File: src/drld_pkg.sv
package drld_pkg;

  // largest byte count a header nibble may ask for
  localparam int unsigned MaxFieldBytes = 8;
  // byte lanes of a 64-bit field
  localparam int unsigned FieldLanes = 8;
  localparam int unsigned LaneW = $clog2(FieldLanes);
  localparam int unsigned FieldW = 8 * FieldLanes;
  // entries between parser and executor
  localparam int unsigned QueueDepth = 2;

  typedef enum logic [1:0] {
    CMD_RUN,
    CMD_END,
    CMD_BAD
  } cmd_kind_t;

  typedef struct packed {
    cmd_kind_t           kind;
    logic [FieldW-1:0]   run_length;
    logic [FieldW-1:0]   delta;
  } cmd_t;

endpackage

File: src/drld_byte_if.sv
interface drld_byte_if;
  logic       valid;
  logic       ready;
  logic [7:0] data_byte;

  modport source (output valid, output data_byte, input ready);
  modport sink (input valid, input data_byte, output ready);
endinterface

File: src/drld_run_if.sv
interface drld_run_if;
  logic        valid;
  logic        ready;
  logic [63:0] run_length;
  logic [63:0] start_cluster;
  logic        end_of_list;
  logic        bad_header;

  modport source (
    output valid, output run_length, output start_cluster,
    output end_of_list, output bad_header, input ready
  );
  modport sink (
    input valid, input run_length, input start_cluster,
    input end_of_list, input bad_header, output ready
  );
endinterface

File: src/drld_parse.sv
module drld_parse #(
  parameter int unsigned MAX_FIELD_BYTES = drld_pkg::MaxFieldBytes
) (
  input  logic          clk,
  input  logic          rst,
  drld_byte_if.sink     bytes,
  input  logic          full,
  output logic          push,
  output drld_pkg::cmd_t push_cmd
);
  import drld_pkg::*;

  localparam int unsigned CntW = $clog2(MAX_FIELD_BYTES + 1);
  localparam int unsigned PosW = (MAX_FIELD_BYTES > 1) ? $clog2(MAX_FIELD_BYTES) : 1;

  typedef enum logic [2:0] {
    PH_HEADER = 3'b001,
    PH_LENGTH = 3'b010,
    PH_OFFSET = 3'b100
  } phase_t;

  phase_t            phase, phase_next;
  logic [CntW-1:0]   len_left, len_left_next;
  logic [CntW-1:0]   off_left, off_left_next;
  logic [PosW-1:0]   pos, pos_next;
  logic [FieldW-1:0] len_acc, len_acc_next;
  logic [FieldW-1:0] dlt_acc, dlt_acc_next;
  logic [FieldW-1:0] len_wr, dlt_wr;
  logic [3:0]        hdr_lc, hdr_oc;
  logic              take;
  logic              off_last;

  assign bytes.ready = !full;
  assign take = bytes.valid && !full;
  assign hdr_lc = bytes.data_byte[3:0];
  assign hdr_oc = bytes.data_byte[7:4];
  assign off_last = (off_left == CntW'(1));

  // byte lane write; the last offset byte also sign-fills the lanes above it
  always_comb begin
    for (int i = 0; i < FieldLanes; i++) begin
      if (LaneW'(i) == LaneW'(pos)) begin
        len_wr[i*8 +: 8] = bytes.data_byte;
        dlt_wr[i*8 +: 8] = bytes.data_byte;
      end else begin
        len_wr[i*8 +: 8] = len_acc[i*8 +: 8];
        if (off_last && (LaneW'(i) > LaneW'(pos))) begin
          dlt_wr[i*8 +: 8] = {8{bytes.data_byte[7]}};
        end else begin
          dlt_wr[i*8 +: 8] = dlt_acc[i*8 +: 8];
        end
      end
    end
  end

  always_comb begin
    phase_next    = phase;
    len_left_next = len_left;
    off_left_next = off_left;
    pos_next      = pos;
    len_acc_next  = len_acc;
    dlt_acc_next  = dlt_acc;
    push          = 1'b0;
    push_cmd.kind       = CMD_RUN;
    push_cmd.run_length = len_wr;
    push_cmd.delta      = '0;
    if (take) begin
      unique case (phase)
        PH_LENGTH: begin
          len_acc_next  = len_wr;
          pos_next      = pos + PosW'(1);
          len_left_next = len_left - CntW'(1);
          if (len_left == CntW'(1)) begin
            if (off_left == '0) begin
              push       = 1'b1;
              phase_next = PH_HEADER;
            end else begin
              phase_next = PH_OFFSET;
              pos_next   = '0;
            end
          end
        end
        PH_OFFSET: begin
          dlt_acc_next  = dlt_wr;
          pos_next      = pos + PosW'(1);
          off_left_next = off_left - CntW'(1);
          push_cmd.run_length = len_acc;
          push_cmd.delta      = dlt_wr;
          if (off_last) begin
            push       = 1'b1;
            phase_next = PH_HEADER;
          end
        end
        default: begin
          // header byte; an unused phase code lands here too
          phase_next = PH_HEADER;
          push_cmd.run_length = '0;
          if (bytes.data_byte == 8'h00) begin
            push          = 1'b1;
            push_cmd.kind = CMD_END;
          end else if (hdr_lc > 4'(MAX_FIELD_BYTES) || hdr_oc > 4'(MAX_FIELD_BYTES)) begin
            push          = 1'b1;
            push_cmd.kind = CMD_BAD;
          end else begin
            len_left_next = CntW'(hdr_lc);
            off_left_next = CntW'(hdr_oc);
            pos_next      = '0;
            len_acc_next  = '0;
            dlt_acc_next  = '0;
            phase_next    = (hdr_lc != 4'd0) ? PH_LENGTH : PH_OFFSET;
          end
        end
      endcase
    end
  end

  always_ff @(posedge clk) begin
    if (rst) begin
      phase    <= PH_HEADER;
      len_left <= '0;
      off_left <= '0;
      pos      <= '0;
    end else begin
      phase    <= phase_next;
      len_left <= len_left_next;
      off_left <= off_left_next;
      pos      <= pos_next;
    end
  end

  always_ff @(posedge clk) begin
    len_acc <= len_acc_next;
    dlt_acc <= dlt_acc_next;
  end

endmodule

File: src/drld_queue.sv
module drld_queue (
  input  logic           clk,
  input  logic           rst,
  input  logic           push,
  input  drld_pkg::cmd_t push_cmd,
  output logic           full,
  input  logic           pop,
  output logic           empty,
  output drld_pkg::cmd_t head
);
  import drld_pkg::*;

  localparam int unsigned PtrW = (QueueDepth > 1) ? $clog2(QueueDepth) : 1;
  localparam int unsigned CntW = $clog2(QueueDepth + 1);

  cmd_t            entry [QueueDepth];
  logic [PtrW-1:0] wr_ptr, rd_ptr;
  logic [CntW-1:0] count;

  assign full  = (count == CntW'(QueueDepth));
  assign empty = (count == '0);
  assign head  = entry[rd_ptr];

  always_ff @(posedge clk) begin
    if (push) begin
      entry[wr_ptr] <= push_cmd;
    end
  end

  always_ff @(posedge clk) begin
    if (rst) begin
      wr_ptr <= '0;
      rd_ptr <= '0;
      count  <= '0;
    end else begin
      if (push) begin
        wr_ptr <= (wr_ptr == PtrW'(QueueDepth - 1)) ? '0 : wr_ptr + PtrW'(1);
      end
      if (pop) begin
        rd_ptr <= (rd_ptr == PtrW'(QueueDepth - 1)) ? '0 : rd_ptr + PtrW'(1);
      end
      if (push && !pop) begin
        count <= count + CntW'(1);
      end else if (pop && !push) begin
        count <= count - CntW'(1);
      end
    end
  end

endmodule

File: src/drld_exec.sv
module drld_exec (
  input  logic           clk,
  input  logic           rst,
  input  logic           empty,
  input  drld_pkg::cmd_t head,
  output logic           pop,
  drld_run_if.source     runs
);
  import drld_pkg::*;

  logic [FieldW-1:0] prev_cluster;
  logic [FieldW-1:0] start_sum;
  logic              out_valid;
  logic [FieldW-1:0] out_length, out_start;
  logic              out_end, out_bad;

  assign start_sum = prev_cluster + head.delta;
  // output register frees up when empty or when its request is taken
  assign pop = !empty && (!out_valid || runs.ready);

  always_ff @(posedge clk) begin
    if (rst) begin
      out_valid    <= 1'b0;
      prev_cluster <= '0;
    end else begin
      if (pop) begin
        out_valid <= 1'b1;
        unique case (head.kind)
          CMD_RUN: prev_cluster <= start_sum;
          CMD_END: prev_cluster <= '0;
          default: prev_cluster <= prev_cluster;
        endcase
      end else if (runs.ready) begin
        out_valid <= 1'b0;
      end
    end
  end

  always_ff @(posedge clk) begin
    if (pop) begin
      unique case (head.kind)
        CMD_RUN: begin
          out_length <= head.run_length;
          out_start  <= start_sum;
          out_end    <= 1'b0;
          out_bad    <= 1'b0;
        end
        CMD_END: begin
          out_length <= '0;
          out_start  <= '0;
          out_end    <= 1'b1;
          out_bad    <= 1'b0;
        end
        default: begin
          out_length <= '0;
          out_start  <= '0;
          out_end    <= 1'b0;
          out_bad    <= 1'b1;
        end
      endcase
    end
  end

  assign runs.valid         = out_valid;
  assign runs.run_length    = out_length;
  assign runs.start_cluster = out_start;
  assign runs.end_of_list   = out_end;
  assign runs.bad_header    = out_bad;

endmodule

File: src/data_run_list_decoder.sv
// Run-list decoder: takes the bytes of a mapping-pairs run list, one byte per
// request on bytes, and returns one request on runs for each complete run
// (run_length and absolute start_cluster, with a sign-extended delta), for a
// zero header (end_of_list, which also restarts the cluster base at zero) and
// for a header nibble above MAX_FIELD_BYTES (bad_header). A byte is taken every
// cycle while the two-entry queue between the byte parser and the run
// executor has room; each run costs the executor one 64-bit add, so runs leave
// at up to one per cycle while runs is ready. A result passes from the byte
// completing it through a queue entry into an output register that holds it
// until taken.
module data_run_list_decoder #(
  parameter int unsigned MAX_FIELD_BYTES = drld_pkg::MaxFieldBytes
) (
  input  logic       clk,
  input  logic       rst,
  drld_byte_if.sink  bytes,
  drld_run_if.source runs
);
  import drld_pkg::*;

  logic push, pop, full, empty;
  cmd_t push_cmd, head;

  drld_parse #(
    .MAX_FIELD_BYTES(MAX_FIELD_BYTES)
  ) u_parse (
    .clk      (clk),
    .rst      (rst),
    .bytes    (bytes),
    .full     (full),
    .push     (push),
    .push_cmd (push_cmd)
  );

  drld_queue u_queue (
    .clk      (clk),
    .rst      (rst),
    .push     (push),
    .push_cmd (push_cmd),
    .full     (full),
    .pop      (pop),
    .empty    (empty),
    .head     (head)
  );

  drld_exec u_exec (
    .clk   (clk),
    .rst   (rst),
    .empty (empty),
    .head  (head),
    .pop   (pop),
    .runs  (runs)
  );

endmodule

File: src/flat_wrapper.sv
// flat-port wrapper written by rule: the top's interface ports become plain ports
module data_run_list_decoder_flat import drld_pkg::*;
#(
  parameter int unsigned MAX_FIELD_BYTES = drld_pkg::MaxFieldBytes
)
  (clk, rst, bytes_valid, bytes_data_byte, bytes_ready, runs_valid, runs_run_length, runs_start_cluster, runs_end_of_list, runs_bad_header, runs_ready);
  drld_byte_if bytes_i ();
  drld_run_if runs_i ();
  input  logic clk;
  input  logic rst;
  input wire logic [$bits(bytes_i.valid)-1:0] bytes_valid;
  input wire logic [$bits(bytes_i.data_byte)-1:0] bytes_data_byte;
  output wire logic [$bits(bytes_i.ready)-1:0] bytes_ready;
  output wire logic [$bits(runs_i.valid)-1:0] runs_valid;
  output wire logic [$bits(runs_i.run_length)-1:0] runs_run_length;
  output wire logic [$bits(runs_i.start_cluster)-1:0] runs_start_cluster;
  output wire logic [$bits(runs_i.end_of_list)-1:0] runs_end_of_list;
  output wire logic [$bits(runs_i.bad_header)-1:0] runs_bad_header;
  input wire logic [$bits(runs_i.ready)-1:0] runs_ready;
  assign bytes_i.valid = bytes_valid;
  assign bytes_i.data_byte = bytes_data_byte;
  assign bytes_ready = bytes_i.ready;
  assign runs_valid = runs_i.valid;
  assign runs_run_length = runs_i.run_length;
  assign runs_start_cluster = runs_i.start_cluster;
  assign runs_end_of_list = runs_i.end_of_list;
  assign runs_bad_header = runs_i.bad_header;
  assign runs_i.ready = runs_ready;
  data_run_list_decoder #(.MAX_FIELD_BYTES(MAX_FIELD_BYTES)) u_core (.clk(clk), .rst(rst), .bytes(bytes_i), .runs(runs_i));
endmodule
File: config.mk
export PLATFORM = sky130hd
export DESIGN_NAME = data_run_list_decoder_flat
export DESIGN_NICKNAME = d
export VERILOG_FILES = /design/src/drld_pkg.sv /design/src/drld_byte_if.sv /design/src/drld_run_if.sv /design/src/drld_parse.sv /design/src/drld_queue.sv /design/src/drld_exec.sv /design/src/data_run_list_decoder.sv /design/src/flat_wrapper.sv
export SDC_FILE = /design/constraint.sdc
export NUM_CORES = 1
export LEC_CHECK = 0
export ABC_AREA = 0
export BUFFER_PORTS_ARGS = -buffer_cell sky130_fd_sc_hd__buf_2
export CORE_ASPECT_RATIO = 0.75
export CORE_MARGIN = 1.5
export CORE_UTILIZATION = 62
export DETAILED_ROUTE_END_ITERATION = 6
export HOLD_SLACK_MARGIN = 0.03
export PLACE_DENSITY = 0.89
export SLEW_MARGIN = 25
export SYNTH_ARGS = -nofsm -noshare
export SYNTH_HDL_FRONTEND = slang
export SYNTH_SLANG_ARGS = --single-unit
File: constraint.sdc
create_clock -name clk -period 14 [get_ports clk]
set_input_delay 2.1 -clock clk [delete_from_list [all_inputs] [get_ports clk]]
set_output_delay 2.1 -clock clk [all_outputs]
set_load 0.03 [all_outputs]
==> out/metrics.cfg <==
[floorplanning]
initial_core_util = 0.626
coreArea_um2 = 44500
fp.dieArea_um2 = 46300
die_width_um = 248
num_rows = 67
pin_count = 144
dieHeight_um = 187

[drt]
avgRoutedWirePerCell_um = 22.3
drtAntennaViolNets = 0
drt_iter0_markers = 2496
drt_pass1_iterations = 7
viasPerCell = 6.47
wirelength_mm = 68.7
drc_errors = 5
vias = 19973

[final_layout]
antenna_cells = 0
n_fill_cell = 2975
layout.nets = 2540
drive_gt1_frac = 0.130
fin_util = 0.690
syn2layout_area_growth_pct = 10.2
finalNonFillerCells = 3086

[synth]
yosysMostFrequentCell = edfxtp_1
synth_area_leaders = edfxtp_1, dfxtp_1, nand2_1, a21oi_1, ha_1
synth_cell_types = 66
synth_xor_area_frac = 0.0195
synth_seq_area_share = 0.618
synth_top_family_by_area = compound AO/OA/AOI/OAI gates
synth_fp_nets = 2473
synth_compound_area_frac = 0.127
synth_seq_cells = 602
synth_async_sr_flop_share = 0
synthMuxAreaShare = 0.0552
ys.flop_type = edfxtp_1
ys_warn_count = 0
synth_edf_count = 518
synth-simple-area-share = 0.123
syn_area_per_cell_um2 = 11.7
yosys.area.top_type_share = 0.558
syn_inst = 2388
yosys.area_share.adder = 0.0334
syn-cell-area_um2 = 27900
synth_commonest_cells = edfxtp_1, nand2_1, nor2_1
yosys.area.top_type = edfxtp_1

[sta]
rsz0062_at_grt = false
finalSetupTns_ns = 0
fin_crit_sh = 0.395
fin_crit_ns = 5.53
slew_headroom = 0.305
hold_viol_final = 0
setup-violations-final = 0
worstMarginPinSlew_ns = 1.04
skew_ns = 0.0260
fmax_mhz = 181
drv_slew = 0

[setup_path]
crit_path_end_kind = flop
critical_path.max_stage_delay_ns = 0.90
crit_cells = 9
critPathBufInv = 2
timing.rr.end = u_core.u_exec.runs.start_cluster[57]
worstPathMaxFanout = 75
cpMostUsedCell = nand2_1
arrival_ns = 5.76
crit_path_top_delay_cell = buf_4
path_cells = buf_2 > nor4_1 > nand2_1 > nand2_1 > a31oi_1 > a2bb2oi_1 > nor2_1 > and2_4 > buf_4
endpoint = u_core.u_queue.entry[1][54]
ff2ff_path_depth = 12
startpoint_type = input port
crit_start = bytes_data_byte[3]
regToRegSetupSlack_ns = 9.13
path_class = input port to flop
cp.required_ns = 14.23
critPathTopFamily = simple AND/OR/NAND/NOR gates

[placed_design]
place_hpwl_mm = 45.1
routabilityCongestion = 0.970
port_buffers = 143
dp_cells = 2985

[job]
drv_cap = 0

[global_routing]
track_usage = 0.296
antenna_found_initial = 0
grt_pass1_wl_mm = 107
grt_overflow = 0
grt_pass1_vias = 19426
grt_start_max_net_pins = 88

[hold_path]
hold_start = u_core.u_exec.prev_cluster[62]
hp-class = flop to flop

[clocking]
path_clk_slew_ns = 0.06
hold_buffers = 0
cts_root_buf = clkbuf_16
post_cts_buffers = 0
cts_tree = done
clockBufferDepth = 3
cts_sinks = 602
worstSkewPairLatency_ns = 0.63
cts_resized = 0
cts_buffers = 54
htreeDepth = 2

[outcome]
violations = DRC
status = complete, but fails checks

[pwr]
powerDensity_nw_per_um2 = 193
leakage_nw = 11.3
peakVddDrop_uv = 123

[per-stage QoR]
step / setup WS [ns] / instance area, um^2 / total power [W] / hold slack, ns
after floorplan: 1.39 / 27900 / 0.00397 / 0.429
after global placement: 8.11 / 28900 / 0.00441 / 0.443
after CTS: 8.58 / 30700 / 0.00592 / 0.464
after detailed placement: 7.97 / 28900 / 0.00447 / 0.453
after global routing: 8.28 / 30700 / 0.00618 / 0.483
final: 8.47 / 30700 / 0.00593 / 0.463
[flip-flops by register name, indices dropped and copies added (netlist names), 2 cells and up, named ones only]
register / count
u_core.u_parse.dlt_acc: 64
u_core.u_parse.pos: 3
u_core.u_parse.off_left: 4
u_core.u_exec.runs.run_length: 64
u_core.u_exec.runs.start_cluster: 64
u_core.u_parse.phase: 3
u_core.u_parse.len_acc: 64
u_core.u_exec.prev_cluster: 64
u_core.u_parse.len_left: 4
u_core.u_queue.entry: 260
u_core.u_queue.count: 2
[worst min-delay path, stage by stage, from the launching register on]
cell	delay, ns
dfxtp_1	0.33
nand2_1	0.04
o21ai_0	0.06
[kinds of logic after synthesis]
family | Yosys count
flip-flops | 602
buffers and inverters | 176
adder cells (fa/ha/maj) | 74
XOR/XNOR | 62
AND/OR/NAND/NOR | 763
multiplexers | 146
AO/OA/AOI/OAI | 565
[cell usage in the layout (no fill, tap or decap), types with 5 or more instances in the layout]
cell | synthesis | routed
edfxtp_1 | 518 | 518
nand2_1 | 284 | 282
nor2_1 | 239 | 238
a21oi_1 | 182 | 181
buf_2 | 1 | 143
o21ai_0 | 97 | 97
mux2i_1 | 83 | 83
dfxtp_1 | 84 | 83
ha_1 | 72 | 71
and2_1 | 70 | 69
a22o_1 | 69 | 69
mux2_2 | 63 | 63
a31oi_1 | 57 | 57
clkbuf_16 | 0 | 57
nor3_1 | 40 | 37
xor2_1 | 32 | 32
nand4_1 | 31 | 31
xnor2_1 | 30 | 30
inv_1 | 29 | 29
a21o_1 | 24 | 24
o21ai_1 | 23 | 23
a22oi_1 | 23 | 23
nand3_1 | 21 | 21
o21bai_1 | 18 | 18
a211oi_1 | 15 | 15
nor4_1 | 14 | 14
nor2b_1 | 14 | 14
nand2b_1 | 12 | 12
o21a_1 | 12 | 12
clkbuf_1 | 122 | 12
clkinv_2 | 0 | 12
and3_1 | 11 | 11
buf_4 | 0 | 11
or3_1 | 9 | 9
clkinv_1 | 2 | 9
a221oi_1 | 7 | 7
o211ai_1 | 6 | 6
a21boi_0 | 5 | 5
clkbuf_8 | 0 | 5
[cell type report]
type,count,area (um^2),area share
flip-flops and latches,602,17200,0.561
inverters,31,121,0.00395
clock buffers,74,1540,0.0501
repair buffers,156,821,0.0267
clock inverters,27,213,0.00692
multi-input cells,1610,10100,0.327
well taps,586,733,0.0239
[how the worst min path moves through the flow]
| stage | cells after the start | slack [ns] | to |
|---|---|---|---|
| 3_3_place_gp | 2 | 0.44 | u_core.u_exec.prev_cluster[34] |
| 3_5_place_dp | 2 | 0.45 | u_core.u_exec.prev_cluster[43] |
| 6_report | 2 | 0.46 | u_core.u_exec.prev_cluster[62] |
| 5_1_grt | 2 | 0.48 | u_core.u_exec.prev_cluster[53] |
| 2_1_floorplan | 2 | 0.43 | u_core.u_exec.prev_cluster[54] |
| 4_1_cts | 2 | 0.46 | u_core.u_exec.prev_cluster[40] |
[per-layer routing]
layer / vias to the layer above / share of wire / global-route usage
met5: - / 0 / 0
met4: 0 / 0.042 / 0.112
met3: 225 / 0.095 / 0.0480
met2: 1165 / 0.46 / 0.465
met1: 9617 / 0.40 / 0.416
li1: 8966 / - / -
[power breakdown]
group	total (W)	switching [W]	leakage [nW]	internal [W]
Clock	0.00146	0.000669	0.858	0.000795
Combinational	0.00194	0.00136	4.85	0.000574
Sequential	0.00253	0.000139	5.63	0.00239
Total	0.00593	0.00217	11.3	0.00376
No activity file was read; power rests on OpenSTA's default activity.
